**src/hw/rtl/ppts_pkg.sv**
```systemverilog
// shared types and constants for the periodic priority task scheduler
// no dependencies
package ppts_pkg;

  localparam int TaskSlots  = 16;
  localparam int PrioLevels = 8;
  localparam int IdWidth    = 4;
  localparam int UsPerMs    = 1000;

  typedef enum logic [2:0] {
    KIND_CREATE   = 3'd0,
    KIND_DELETE   = 3'd1,
    KIND_SUSPEND  = 3'd2,
    KIND_RESUME   = 3'd3,
    KIND_SCHEDULE = 3'd4,
    KIND_COMPLETE = 3'd5
  } kind_t;

  typedef enum logic [2:0] {
    ST_READY      = 3'd0,
    ST_RUNNING    = 3'd1,
    ST_BLOCKED    = 3'd2,
    ST_SUSPENDED  = 3'd3,
    ST_TERMINATED = 3'd4
  } task_state_t;

  typedef enum logic [2:0] {
    FSM_IDLE,
    FSM_SCAN,
    FSM_MULT,
    FSM_UPDATE,
    FSM_OUT
  } fsm_t;

  // per-slot view handed to the compare unit
  typedef struct packed {
    logic        eligible;
    logic        periodic;
    logic [19:0] period;
    logic [31:0] last_run;
  } cand_t;

endpackage

```
**src/hw/rtl/ppts_due_unit.sv**
```systemverilog
// shared compare unit: due test of one slot per cycle, and deadline compare
// depends on ppts_pkg
module ppts_due_unit (
  input  ppts_pkg::cand_t cand,
  input  logic [31:0]     now_ms,
  input  logic [41:0]     budget_us,
  input  logic [31:0]     exec_us,
  output logic            due,
  output logic            over
);
  logic [31:0] elapsed;

  // wrapped elapsed time against period
  assign elapsed = now_ms - cand.last_run;
  assign due     = cand.eligible && (!cand.periodic || elapsed >= {12'd0, cand.period});

  // exec time against period in microseconds
  assign over = {10'd0, exec_us} > budget_us;
endmodule

```
**src/hw/rtl/periodic_priority_task_scheduler.sv**
```systemverilog
// top level of the periodic priority task scheduler: task table, sequencer
// depends on ppts_pkg and ppts_due_unit
//
// channel  dir  handshake           payload
// s_axis   in   s_axis_t{valid,ready} tdata
// m_axis   out  m_axis_t{valid,ready} tdata
//
// a schedule item scans slots 1 up to the last used slot, one slot scanned per
// cycle through the shared compare unit, then updates and outputs; a completion
// passes through SCAN, MULT, UPDATE and OUT, other items through SCAN, UPDATE
// and OUT
// the block takes one word at a time; a held result stalls the next item
// reset is synchronous and restores the idle task in slot 0
module periodic_priority_task_scheduler #(
  parameter int TASK_SLOTS  = ppts_pkg::TaskSlots,
  parameter int PRIO_LEVELS = ppts_pkg::PrioLevels
) (
  input  logic        clk,
  input  logic        rst,
  input  logic        s_axis_tvalid,
  output logic        s_axis_tready,
  // kind[2:0], task_id[6:3], priority_req[9:7], new_period[29:10],
  // periodic[30], now_ms[62:31], exec_us[94:63], zero fill to 96
  input  logic [95:0] s_axis_tdata,
  output logic        m_axis_tvalid,
  input  logic        m_axis_tready,
  // status[0], chosen_id[4:1], found[5], deadline_missed[6], zero fill to 8
  output logic [7:0]  m_axis_tdata
);
  localparam int SW = $clog2(TASK_SLOTS);
  localparam int CW = $clog2(TASK_SLOTS + 1);
  localparam logic [2:0] PMAX = (PRIO_LEVELS > 8) ? 3'd7 : 3'(PRIO_LEVELS - 1);

  // task table
  ppts_pkg::task_state_t slot_state [TASK_SLOTS];
  logic [2:0]  slot_priority    [TASK_SLOTS];
  logic [19:0] slot_period      [TASK_SLOTS];
  logic [31:0] slot_last_run    [TASK_SLOTS];
  logic        slot_is_periodic [TASK_SLOTS];
  logic [31:0] slot_run_count   [TASK_SLOTS];
  logic [31:0] slot_exec_total  [TASK_SLOTS];
  logic [31:0] slot_miss_count  [TASK_SLOTS];
  logic [CW-1:0] used_slots;
  logic [4:0]  live_tasks;
  logic [31:0] switch_total, miss_total, idle_total_us;

  // latched item
  logic [2:0]  kind;
  logic [3:0]  task_id;
  logic [2:0]  prio;
  logic [19:0] new_period;
  logic        periodic;
  logic [31:0] now_ms, exec_us;

  ppts_pkg::fsm_t state, state_next;
  logic [CW-1:0] scan_idx;
  logic [2:0]    best;
  logic [SW-1:0] pick;
  logic [41:0]   budget_us;
  logic          status, found, missed;
  logic [3:0]    chosen;

  logic [SW-1:0]   tid;
  logic            id_ok;
  ppts_pkg::cand_t cand;
  logic            due, over;

  assign tid   = SW'(task_id);
  assign id_ok = ({{(CW > 4 ? CW-4 : 0){1'b0}}, task_id} < used_slots)
                 && (32'(task_id) < TASK_SLOTS)
                 && (slot_state[tid] != ppts_pkg::ST_TERMINATED);

  // candidate for the compare unit
  always_comb begin
    logic [SW-1:0] ci;
    ci = (state == ppts_pkg::FSM_SCAN) ? scan_idx[SW-1:0] : tid;
    cand.eligible = (slot_state[ci] == ppts_pkg::ST_READY)
                    || (slot_state[ci] == ppts_pkg::ST_RUNNING);
    cand.periodic = slot_is_periodic[ci];
    cand.period   = slot_period[ci];
    cand.last_run = slot_last_run[ci];
  end

  ppts_due_unit u_due (
    .cand(cand), .now_ms(now_ms), .budget_us(budget_us), .exec_us(exec_us),
    .due(due), .over(over)
  );

  function automatic logic [31:0] sat_inc(input logic [31:0] a, input logic [31:0] b);
    logic [32:0] s;
    s = {1'b0, a} + {1'b0, b};
    return s[32] ? 32'hFFFF_FFFF : s[31:0];
  endfunction

  // next state
  always_comb begin
    state_next = state;
    unique case (state)
      ppts_pkg::FSM_IDLE: if (s_axis_tvalid) state_next = ppts_pkg::FSM_SCAN;
      ppts_pkg::FSM_SCAN: begin
        if (kind == ppts_pkg::KIND_SCHEDULE) begin
          if (scan_idx >= used_slots || 32'(scan_idx) >= TASK_SLOTS - 1)
            state_next = ppts_pkg::FSM_UPDATE;
        end else if (kind == ppts_pkg::KIND_COMPLETE) begin
          state_next = ppts_pkg::FSM_MULT;
        end else begin
          state_next = ppts_pkg::FSM_UPDATE;
        end
      end
      ppts_pkg::FSM_MULT:   state_next = ppts_pkg::FSM_UPDATE;
      ppts_pkg::FSM_UPDATE: state_next = ppts_pkg::FSM_OUT;
      ppts_pkg::FSM_OUT:    if (m_axis_tready) state_next = ppts_pkg::FSM_IDLE;
      default:              state_next = ppts_pkg::FSM_IDLE;
    endcase
  end

  // handshake outputs
  always_comb begin
    s_axis_tready = (state == ppts_pkg::FSM_IDLE);
    m_axis_tvalid = (state == ppts_pkg::FSM_OUT);
    m_axis_tdata  = {1'b0, missed, found, chosen, status};
  end

  always_ff @(posedge clk) begin
    if (rst) state <= ppts_pkg::FSM_IDLE;
    else     state <= state_next;
  end

  // datapath and table updates
  always_ff @(posedge clk) begin
    if (rst) begin
      for (int i = 0; i < TASK_SLOTS; i++) begin
        slot_state[i]       <= ppts_pkg::ST_READY;
        slot_priority[i]    <= '0;
        slot_period[i]      <= (i == 0) ? 20'd10 : 20'd0;
        slot_last_run[i]    <= '0;
        slot_is_periodic[i] <= (i == 0);
        slot_run_count[i]   <= '0;
        slot_exec_total[i]  <= '0;
        slot_miss_count[i]  <= '0;
      end
      used_slots    <= CW'(1);
      live_tasks    <= '0;
      switch_total  <= '0;
      miss_total    <= '0;
      idle_total_us <= '0;
    end else begin
      unique case (state)
        ppts_pkg::FSM_IDLE: begin
          if (s_axis_tvalid) begin
            kind       <= s_axis_tdata[2:0];
            task_id    <= s_axis_tdata[6:3];
            prio       <= s_axis_tdata[9:7];
            new_period <= s_axis_tdata[29:10];
            periodic   <= s_axis_tdata[30];
            now_ms     <= s_axis_tdata[62:31];
            exec_us    <= s_axis_tdata[94:63];
            scan_idx   <= CW'(1);
            best       <= '0;
            pick       <= '0;
            status     <= 1'b0;
            found      <= 1'b0;
            missed     <= 1'b0;
            chosen     <= '0;
          end
        end
        ppts_pkg::FSM_SCAN: begin
          // one slot per cycle, strict greater keeps the lowest slot on ties
          if (scan_idx < used_slots && due && slot_priority[scan_idx[SW-1:0]] > best) begin
            best <= slot_priority[scan_idx[SW-1:0]];
            pick <= scan_idx[SW-1:0];
          end
          scan_idx <= scan_idx + CW'(1);
          budget_us <= 42'(slot_period[tid]) * 42'(ppts_pkg::UsPerMs);
        end
        ppts_pkg::FSM_MULT: ;
        ppts_pkg::FSM_UPDATE: begin
          unique case (kind)
            ppts_pkg::KIND_CREATE: begin
              if (32'(used_slots) >= TASK_SLOTS) status <= 1'b1;
              else begin
                slot_state[used_slots[SW-1:0]]       <= ppts_pkg::ST_READY;
                slot_priority[used_slots[SW-1:0]]    <= (prio > PMAX) ? PMAX : prio;
                slot_period[used_slots[SW-1:0]]      <= new_period;
                slot_last_run[used_slots[SW-1:0]]    <= now_ms;
                slot_is_periodic[used_slots[SW-1:0]] <= periodic;
                slot_run_count[used_slots[SW-1:0]]   <= '0;
                slot_exec_total[used_slots[SW-1:0]]  <= '0;
                slot_miss_count[used_slots[SW-1:0]]  <= '0;
                used_slots <= used_slots + CW'(1);
                live_tasks <= live_tasks + 5'd1;
                chosen     <= 4'(used_slots);
              end
            end
            ppts_pkg::KIND_DELETE: begin
              if (task_id == 4'd0 || !id_ok) status <= 1'b1;
              else begin
                slot_state[tid] <= ppts_pkg::ST_TERMINATED;
                if (live_tasks != 5'd0) live_tasks <= live_tasks - 5'd1;
              end
            end
            ppts_pkg::KIND_SUSPEND, ppts_pkg::KIND_RESUME: begin
              if (!id_ok) status <= 1'b1;
              else slot_state[tid] <= (kind == ppts_pkg::KIND_SUSPEND)
                                      ? ppts_pkg::ST_SUSPENDED : ppts_pkg::ST_READY;
            end
            ppts_pkg::KIND_SCHEDULE: begin
              if (pick != '0) begin
                slot_state[pick]     <= ppts_pkg::ST_READY;
                slot_last_run[pick]  <= now_ms;
                slot_run_count[pick] <= sat_inc(slot_run_count[pick], 32'd1);
                switch_total <= sat_inc(switch_total, 32'd1);
                found  <= 1'b1;
                chosen <= 4'(pick);
              end else begin
                idle_total_us <= sat_inc(idle_total_us, 32'(ppts_pkg::UsPerMs));
              end
            end
            ppts_pkg::KIND_COMPLETE: begin
              if (task_id == 4'd0 || !id_ok) status <= 1'b1;
              else begin
                slot_exec_total[tid] <= sat_inc(slot_exec_total[tid], exec_us);
                if (slot_is_periodic[tid] && over) begin
                  slot_miss_count[tid] <= sat_inc(slot_miss_count[tid], 32'd1);
                  miss_total <= sat_inc(miss_total, 32'd1);
                  missed <= 1'b1;
                end
              end
            end
            default: status <= 1'b1;
          endcase
        end
        ppts_pkg::FSM_OUT: ;
        default: ;
      endcase
    end
  end

  // a result is never shown while an item is being taken
  a_excl: assert property (@(posedge clk) disable iff (rst)
    !(s_axis_tready && m_axis_tvalid)) else $error("ready during output");
  // result holds while stalled
  a_hold: assert property (@(posedge clk) disable iff (rst)
    m_axis_tvalid && !m_axis_tready |=> m_axis_tvalid && $stable(m_axis_tdata))
    else $error("result dropped");
  // slot 0 stays allocated
  a_used: assert property (@(posedge clk) disable iff (rst)
    used_slots != '0) else $error("used slots cleared");
  // found only from schedule with a real slot
  a_found: assert property (@(posedge clk) disable iff (rst)
    m_axis_tvalid && found |-> chosen != 4'd0) else $error("idle chosen");
endmodule
```
**config.mk**
```make
export PLATFORM = sky130hd
export DESIGN_NAME = periodic_priority_task_scheduler
export DESIGN_NICKNAME = d
export VERILOG_FILES = /design/src/hw/rtl/ppts_pkg.sv /design/src/hw/rtl/ppts_due_unit.sv /design/src/hw/rtl/periodic_priority_task_scheduler.sv
export SDC_FILE = /design/constraint.sdc
export NUM_CORES = 2
export LEC_CHECK = 0
export ABC_AREA = 1
export BUFFER_PORTS_ARGS = -buffer_cell sky130_fd_sc_hd__buf_4
export CORE_MARGIN = 2
export CORE_UTILIZATION = 38
export CTS_BUF_LIST = sky130_fd_sc_hd__clkbuf_2
export DETAILED_ROUTE_END_ITERATION = 10
export HOLD_SLACK_MARGIN = 0.1
export PLACE_DENSITY = 0.58
export SYNTH_ARGS = -nofsm -noshare
export SYNTH_HDL_FRONTEND = slang
export SYNTH_SLANG_ARGS = --single-unit
```
**constraint.sdc**
```tcl
create_clock -name clk -period 8.07 [get_ports clk]
set_input_delay 1.614 -clock clk [delete_from_list [all_inputs] [get_ports clk]]
set_output_delay 1.614 -clock clk [all_outputs]
set_load 0.05 [all_outputs]
```
---- Word-level counts from Yosys, hierarchy flattened ----
Memories as Yosys holds them, arrays and structs flattened. A register that Yosys moved wholly into a read port is not among the register bits.
Index checks and enable logic that the tools add are counted.
storage, ports and cells
  register bits after elaboration ......... 149
  bits in writable memories ............... 944
  bits of input ports ..................... 100
  output and inout port bits .............. 10
  word-level logic and storage cells ...... 188
  memories ................................ 5
memory list
  memory            words  bits a word  read ports  clocked after Yosys merged registers in  write ports  RTL line                                source
  slot_last_run     16     32           1           0                                        16           periodic_priority_task_scheduler.sv:38  logic [31:0] slot_last_run [TASK_SLOTS];
  slot_period       16     20           2           1                                        16           periodic_priority_task_scheduler.sv:37  logic [19:0] slot_period [TASK_SLOTS];
  slot_priority     16     3            1           1                                        16           periodic_priority_task_scheduler.sv:36  logic [2:0] slot_priority [TASK_SLOTS];
  slot_state        16     3            2           1                                        16           periodic_priority_task_scheduler.sv:35  ppts_pkg::task_state_t slot_state [TASK_SLOTS];
  slot_is_periodic  16     1            2           1                                        16           periodic_priority_task_scheduler.sv:39  logic slot_is_periodic [TASK_SLOTS];
cells by class
  add/sub/neg operators ................... 3
  $mul .................................... 1
  magnitude comparators ................... 9
  equality and inequality tests ........... 27
  mux-type cells .......................... 85
  bitwise operators ....................... 3
  reduce and logical (&&, ||, !) cells .... 38
operators with widths
  operator                                              number
  two-way mux 4 bit                                     17
  two-way mux 32 bit                                    2
  OR reduction 32 bit                                   2
  two-way mux 1 bit                                     41
  two-way mux 3 bit                                     12
  >= comparator 32 x 20 -> 1 bit                        1
  greater-than comparator 32 x 30 -> 1 bit              1
  subtractor 32 bit                                     1
  multiplier 20 x 7 -> 27 bit (second input constant)   1
  one-hot mux 4 bit (2 select lines)                    3
  two-way mux 20 bit                                    1
  OR reduction 20 bit                                   1
  inequality test 3 bit (second input constant)         6
  one-hot mux 3 bit (5 select lines)                    1
  inequality test 2 bit (second input constant)         7
  equality test 3 x 2 -> 1 bit (second input constant)  4
  AND reduction 3 bit                                   4
  AND reduction 6 bit                                   2
  OR reduction 3 bit                                    4
  adder 5 x 1 -> 5 bit (second input constant)          2
  one-hot mux 5 bit (2 select lines)                    1
  equality test 3 x 1 -> 1 bit (second input constant)  3
  equality test 3 bit (second input constant)           3
  logical NOT 3 bit                                     3
  28 further kinds                                      43

---- Logic depth before layout (Yosys ltp) ----
  depth after elaboration ................. 13
  depth in mapped cells ................... 39
  gate-level depth less buffers ........... 36

---- Hierarchy ----
Synthesis repeated with hierarchy kept, for this count alone.
unflattened totals
  cells, all modules ...................... 5822
  area, all modules ....................... 56302.7 um^2
modules (own cells, without submodules)
  module                            times used  cells an instance  area an instance (um^2)  seq. area each (um^2)
  periodic_priority_task_scheduler  1           5081               52376.5                  32411.1
  ppts_due_unit                     1           741                3926.3                   0.0

---- Worst setup path after synthesis ----
No wires, ideal clock.
  path type ............................... input to register
  start point ............................. input rst
  end point ............................... register exec_us[0] (enable)
  setup time .............................. 0.560 ns
  arrival ................................. 6.402 ns
  required time ........................... 7.510 ns
  slack ................................... 1.108 ns
  cell stages on the path ................. 5
  path buffers ............................ 2
  path through ............................ clkbuf_1 > inv_1 > clkbuf_1 > nand2_1 > nor2_1
between the ends
  cells in the longest elaborated chain, start to end .. 2
RTL lines
  item                                  RTL line                                 source
  start: declaration                    periodic_priority_task_scheduler.sv:19   input logic rst,
  inverter 1 bit (no source line)       -
  AND reduction 3 bit (no source line)  -
  end signal: assignment                periodic_priority_task_scheduler.sv:157  exec_us <= s_axis_tdata[94:63];
  end: declaration                      periodic_priority_task_scheduler.sv:53   logic [31:0] now_ms, exec_us;
No other way between the ends.
A chain may end at the register's enable or synchronous reset.

---- Final worst setup path ----
  start point ............................. register state[2]
  end point ............................... register best[0] (enable)
between the ends
  cells in the longest elaborated chain, start to end .. 11
  elaborated cells on any way between the ends .. 21
  classes of those cells .................. 1 x add/sub; 1 x order compare; 4 x eq/ne; 1 x mux; 10 x reduce/logical; 4 x memory
RTL lines
  item                                             RTL line                                                                         source
  start: declaration                               periodic_priority_task_scheduler.sv:55                                           ppts_pkg::fsm_t state, state_next;
  start signal: assignment                         periodic_priority_task_scheduler.sv:125                                          if (rst) state <= ppts_pkg::FSM_IDLE;
  start signal: assignment                         periodic_priority_task_scheduler.sv:126                                          else state <= state_next;
  equality test 3 x 1 -> 1 bit                     periodic_priority_task_scheduler.sv:76, periodic_priority_task_scheduler.sv:148
  two-way mux 4 bit                                periodic_priority_task_scheduler.sv:76                                           ci = (state == ppts_pkg::FSM_SCAN) ? scan_idx[SW-1:0] : tid;
  memory read (16 x 32 bit)                        -
  subtractor 32 bit                                ppts_due_unit.sv:14                                                              assign elapsed = now_ms - cand.last_run;
  >= comparator 32 x 20 -> 1 bit                   ppts_due_unit.sv:15                                                              assign due = cand.eligible && (!cand.periodic || elapsed >= {12'd0, cand.period});
  logical OR 1 bit                                 ppts_due_unit.sv:15
  logical AND 1 bit                                ppts_due_unit.sv:15
  logical AND 1 bit (2 in a row)                   periodic_priority_task_scheduler.sv:169                                          if (scan_idx < used_slots && due && slot_priority[scan_idx[SW-1:0]] > best) begin
  inequality test 2 x 1 -> 1 bit (no source line)  -
  AND reduction 4 bit (no source line) (*)         -
  end signal: assignment                           periodic_priority_task_scheduler.sv:170                                          best <= slot_priority[scan_idx[SW-1:0]];
  end: declaration                                 periodic_priority_task_scheduler.sv:57                                           logic [2:0] best;
Mark *: on every way between the ends. The rest lies on a longest branch, timed or not.

==> metrics.txt <==
# TYPE chip_impl_metric gauge
chip_impl_metric{name="worst_ir_drop_vdd",unit="µV"} 295
chip_impl_metric{name="total_power",unit="mW"} 19.3
chip_impl_metric{name="p_sw_share",unit="%"} 41.4
chip_impl_metric{name="drt-vias-per-instance",unit=""} 5.54
chip_impl_metric{name="ys_seq_elements",unit=""} 1085
chip_impl_metric{name="place.gp.congestion",unit=""} 0.884
chip_impl_metric{name="syn_area",unit="µm²"} 56100
chip_impl_metric{name="fin_crit",unit="ns"} 7.16
chip_impl_metric{name="gr_util_all_layers",unit="%"} 24.2
chip_impl_info{name="synth_top_family_by_area",value="simple AND/OR/NAND/NOR gates"} 1
chip_impl_metric{name="drt_first_iter_violations",unit=""} 5391
chip_impl_metric{name="power.density_cell_area",unit="nW/µm²"} 308
chip_impl_metric{name="synth-adder-area-share",unit="%"} 6.01
chip_impl_info{name="worst_setup_path_start_kind",value="flop"} 1
chip_impl_metric{name="drt-wirelength-per-cell",unit="µm"} 22.8
chip_impl_metric{name="pin_count_of_the_biggest_net_entering_global_routing",unit=""} 137
chip_impl_metric{name="dieHeight",unit="µm"} 388
chip_impl_metric{name="layout.filler_cells",unit=""} 14300
chip_impl_metric{name="muxShareOfSynthArea",unit="%"} 0.214
chip_impl_metric{name="syn-instance-count",unit=""} 5815
chip_impl_metric{name="first_pass_iters",unit=""} 6
chip_impl_metric{name="ctsHtreeMaxLevel",unit=""} 5
chip_impl_metric{name="synth_xor_xnor_area_share",unit="%"} 0.687
chip_impl_metric{name="cp.arrival",unit="ns"} 8.43
chip_impl_info{name="timing.rr.start",value="state[2]"} 1
chip_impl_metric{name="fp.coreArea",unit="µm²"} 147000
chip_impl_metric{name="required",unit="ns"} 9.35
chip_impl_info{name="reg2reg_to",value="best[0]"} 1
chip_impl_metric{name="layout_cell_share_with_drive_strength_beyond_1",unit="%"} 11.9
chip_impl_metric{name="yosys.cell_types.count",unit=""} 49
chip_impl_metric{name="vias",unit=""} 45300
chip_impl_info{name="critPathLaunch",value="state[2]"} 1
chip_impl_info{name="cts_root_buf",value="clkbuf_2"} 1
chip_impl_metric{name="multi_input_comb_area",unit="µm²"} 20300
chip_impl_metric{name="pin_count",unit=""} 110
chip_impl_metric{name="antenna_found_initial",unit=""} 7
chip_impl_metric{name="fin_nets",unit=""} 6377
chip_impl_metric{name="worst_r2r_path_depth",unit=""} 27
chip_impl_metric{name="grt_pass1_vias",unit=""} 44000
chip_impl_info{name="critical_path_class",value="reg2reg"} 1
chip_impl_metric{name="post-place-cells",unit=""} 7575
chip_impl_metric{name="worst-path-buf-inv",unit=""} 2
chip_impl_metric{name="max_slew_margin",unit="%"} 17.3
chip_impl_metric{name="routed_wirelength",unit="µm"} 187000
chip_impl_info{name="crit_path_end",value="best[0]"} 1
chip_impl_metric{name="max_clock_freq",unit="MHz"} 140
chip_impl_metric{name="drtAntennaViolNets",unit=""} 0
chip_impl_info{name="critPathCaptureType",value="flop"} 1
chip_impl_metric{name="dp_wirelength",unit="µm"} 108000
chip_impl_metric{name="max-clock-path-buffers",unit=""} 4
chip_impl_metric{name="fp.dieArea",unit="µm²"} 151000
chip_impl_metric{name="number_of_remaining_drc_errors",unit=""} 0
chip_impl_info{name="path_delay_family",value="simple AND/OR/NAND/NOR gates"} 1
chip_impl_metric{name="power.leakage",unit="nW"} 25.4
chip_impl_metric{name="die_w",unit="µm"} 388
chip_impl_metric{name="global_route_wire_length_before_repair",unit="µm"} 273000
chip_impl_metric{name="yosysWarnings",unit=""} 0
chip_impl_metric{name="synth.avg_cell_area",unit="µm²"} 9.65
chip_impl_metric{name="numPortBuffers",unit=""} 107
chip_impl_metric{name="asyncSetResetFlopFracSynth",unit="%"} 0
chip_impl_metric{name="crit_fanout",unit=""} 70
chip_impl_metric{name="cell_count_final_fillers_out",unit=""} 8169
chip_impl_metric{name="globalRoute.totalOverflow",unit=""} 0
chip_impl_info{name="cp_slowest_cell",value="nand2_4"} 1
chip_impl_info{name="status",value="finished clean"} 1
chip_impl_metric{name="final_max_slew_viol_count",unit=""} 0
chip_impl_metric{name="fp-row-count",unit=""} 141
chip_impl_metric{name="numCtsBuffers",unit=""} 306
chip_impl_metric{name="clk-insertion-delay-late",unit="ns"} 1.74
chip_impl_metric{name="synthDominantCellAreaShare",unit="%"} 57.2
chip_impl_metric{name="slowest_delay",unit="ns"} 0.72
chip_impl_metric{name="totalNegativeSetupSlack",unit="ns"} 0
chip_impl_metric{name="postCtsSetupRepairBufs",unit=""} 0
chip_impl_metric{name="area_delta_synth_final",unit="%"} 11.4
chip_impl_info{name="synth_area_leader_cell",value="edfxtp_1"} 1
chip_impl_info{name="min_path_type",value="in2reg"} 1
chip_impl_info{name="synth_top_flop_cell",value="edfxtp_1"} 1
chip_impl_metric{name="seq_area",unit="µm²"} 32400
chip_impl_metric{name="seq_power_share",unit="%"} 36.0
chip_impl_metric{name="setup_viol",unit=""} 0
chip_impl_metric{name="tightestPinTransition",unit="ns"} 1.24
chip_impl_metric{name="p_int",unit="mW"} 11.3
chip_impl_metric{name="synth_seq_area_share",unit="%"} 57.8
chip_impl_metric{name="timing.final.crit_share",unit="%"} 88.7
chip_impl_info{name="synthTopCellsByArea",value="edfxtp_1 57%, nor2_1 9.0%, o21ai_0 5.4%, inv_1 3.6%, ha_1 3.5%"} 1
chip_impl_metric{name="hold_viol_final",unit=""} 0
chip_impl_metric{name="synth-edff-count",unit=""} 1068
chip_impl_metric{name="max-cap-violations",unit=""} 0
chip_impl_metric{name="finalClockSkew",unit="ns"} 0.126
chip_impl_info{name="tritoncts",value="yes"} 1
chip_impl_metric{name="r2r_setup_slack",unit="ns"} 0.91
chip_impl_metric{name="critical_path_cell_count",unit=""} 27
chip_impl_metric{name="net-switching-power",unit="mW"} 7.97
chip_impl_metric{name="cts.sinks",unit=""} 1085
chip_impl_info{name="rsz0062_at_grt",value="false"} 1
chip_impl_metric{name="synth_simple_gate_area_share",unit="%"} 15.7
chip_impl_metric{name="p_clk_share",unit="%"} 19.6
chip_impl_metric{name="clk_transition_reported_paths",unit="ns"} 0.11
chip_impl_metric{name="power.combinational.fraction",unit="%"} 44.4
chip_impl_metric{name="synth_compound_gate_area_share",unit="%"} 13.2
chip_impl_metric{name="initial_utilization",unit="%"} 38.1
chip_impl_info{name="cp_common_cell",value="nand2_1"} 1
## power by group through the flow
stage          logic, mW  clock network (mW)  registers (mW)
5_1_grt             9.72                4.15            6.96
3_5_place_dp        8.44                   0            7.06
3_3_place_gp        8.33                   0            7.05
4_1_cts             8.51                3.85            6.93
6_report            8.55                3.78            6.93
2_1_floorplan       6.22                   0            7.02
## logic make-up after synthesis
| logic type | after synthesis |
|---|---|
| compound gates | 1299 |
| other cells | 1 |
| xor+xnor | 44 |
| flops | 1085 |
| simple gates | 2197 |
| mux | 12 |
| buf+inv | 950 |
| fa+ha+maj | 227 |
## per-layer routing
metal | wire [µm] | vias up | share of wire (%) | GRT usage (%)
li1 | - | 20700 | - | -
met1 | 75800 | 21900 | 41 | 32.4
met2 | 84800 | 2318 | 45 | 38.1
met3 | 19400 | 392 | 10 | 5.57
met4 | 6500 | 2 | 3.5 | 9.50
met5 | 20 | - | 0.011 | 0
## synthesized netlist by cell type, types with 11 or more instances
| master | instances |
|---|---|
| o21ai_0 | 602 |
| o22ai_1 | 40 |
| fa_1 | 71 |
| buf_1 | 15 |
| nand4_1 | 13 |
| nor3_1 | 79 |
| edfxtp_1 | 1068 |
| o31ai_1 | 25 |
| a21oi_1 | 380 |
| xor2_1 | 31 |
| nand2_1 | 513 |
| xnor2_1 | 13 |
| dfxtp_1 | 17 |
| o221ai_1 | 109 |
| o211ai_1 | 74 |
| nand3_1 | 199 |
| or3_1 | 24 |
| ha_1 | 156 |
| inv_1 | 537 |
| clkbuf_1 | 363 |
| mux2i_1 | 12 |
| o311ai_0 | 25 |
| nor4_1 | 11 |
| o32ai_1 | 13 |
| nor2_1 | 1341 |
| buf_2 | 24 |
## layout make-up
class,instances,area share (%)
diodes,13,0.0520
clock buffers,435,3.48
clock inverters,49,0.342
inverters,544,3.27
multi-input cells,3781,32.4
flip-flops and latches,1085,51.9
well taps,1930,3.86
repair buffers,332,4.72
## tightest hold or removal path, cell delays in order
cell     delay (ns)
buf_4          0.11
nand2_1        0.10
nor2_4         0.10
## cell usage in the layout (no fill, tap or decap), drive strengths merged, types with 97 or more instances in the layout
cell type / count
inv: 548
buf: 235
o221ai: 109
nor2: 1341
a21oi: 380
nand3: 199
dlygate4sd3: 97
edfxtp: 1068
ha: 156
nand2: 513
o21ai: 606
clkbuf: 435
## through the flow
step	hold WS, ns	area (µm²)	setup slack, ns	util, %
6_report	0.382	62500	0.913	42.5
5_1_grt	0.292	62500	0.400	42.5
4_1_cts	0.242	62500	0.969	42.5
3_5_place_dp	0.491	59100	1.07	40.2
3_3_place_gp	0.491	59100	1.08	40.2
2_1_floorplan	0.475	56100	1.11	-
## flip-flops by register name (all words and copies together) (netlist names), 3 cells and up, named ones only
register and flops:
slot_last_run 512, slot_period 320, slot_priority 48, exec_us 32, now_ms 32, slot_state 32, budget_us 27, new_period 20
slot_is_periodic 16, scan_idx 5, used_slots 5, chosen 4, pick 4, task_id 4, best 3, kind 3
prio 3, state 3
## worst min path at each step
stage	depth (start not counted)	endpoint	startpoint
2_1_floorplan	2	slot_is_periodic[0]	slot_is_periodic[0]
3_3_place_gp	2	slot_is_periodic[0]	slot_is_periodic[0]
3_5_place_dp	2	slot_is_periodic[0]	slot_is_periodic[0]
4_1_cts	3	task_id[3]	s_axis_tvalid
5_1_grt	3	task_id[2]	s_axis_tvalid
6_report	3	task_id[0]	s_axis_tvalid
## timing repair
| item | in CTS | in global routing |
|---|---|---|
| hold endpoints to repair | 102 | 0 |
| resized for setup | 0 | 0 |
| endpoints found under the setup margin | 0 | 0 |
| hold buffers | 97 | 0 |
Note: power is estimated with default switching activity, not from simulation.
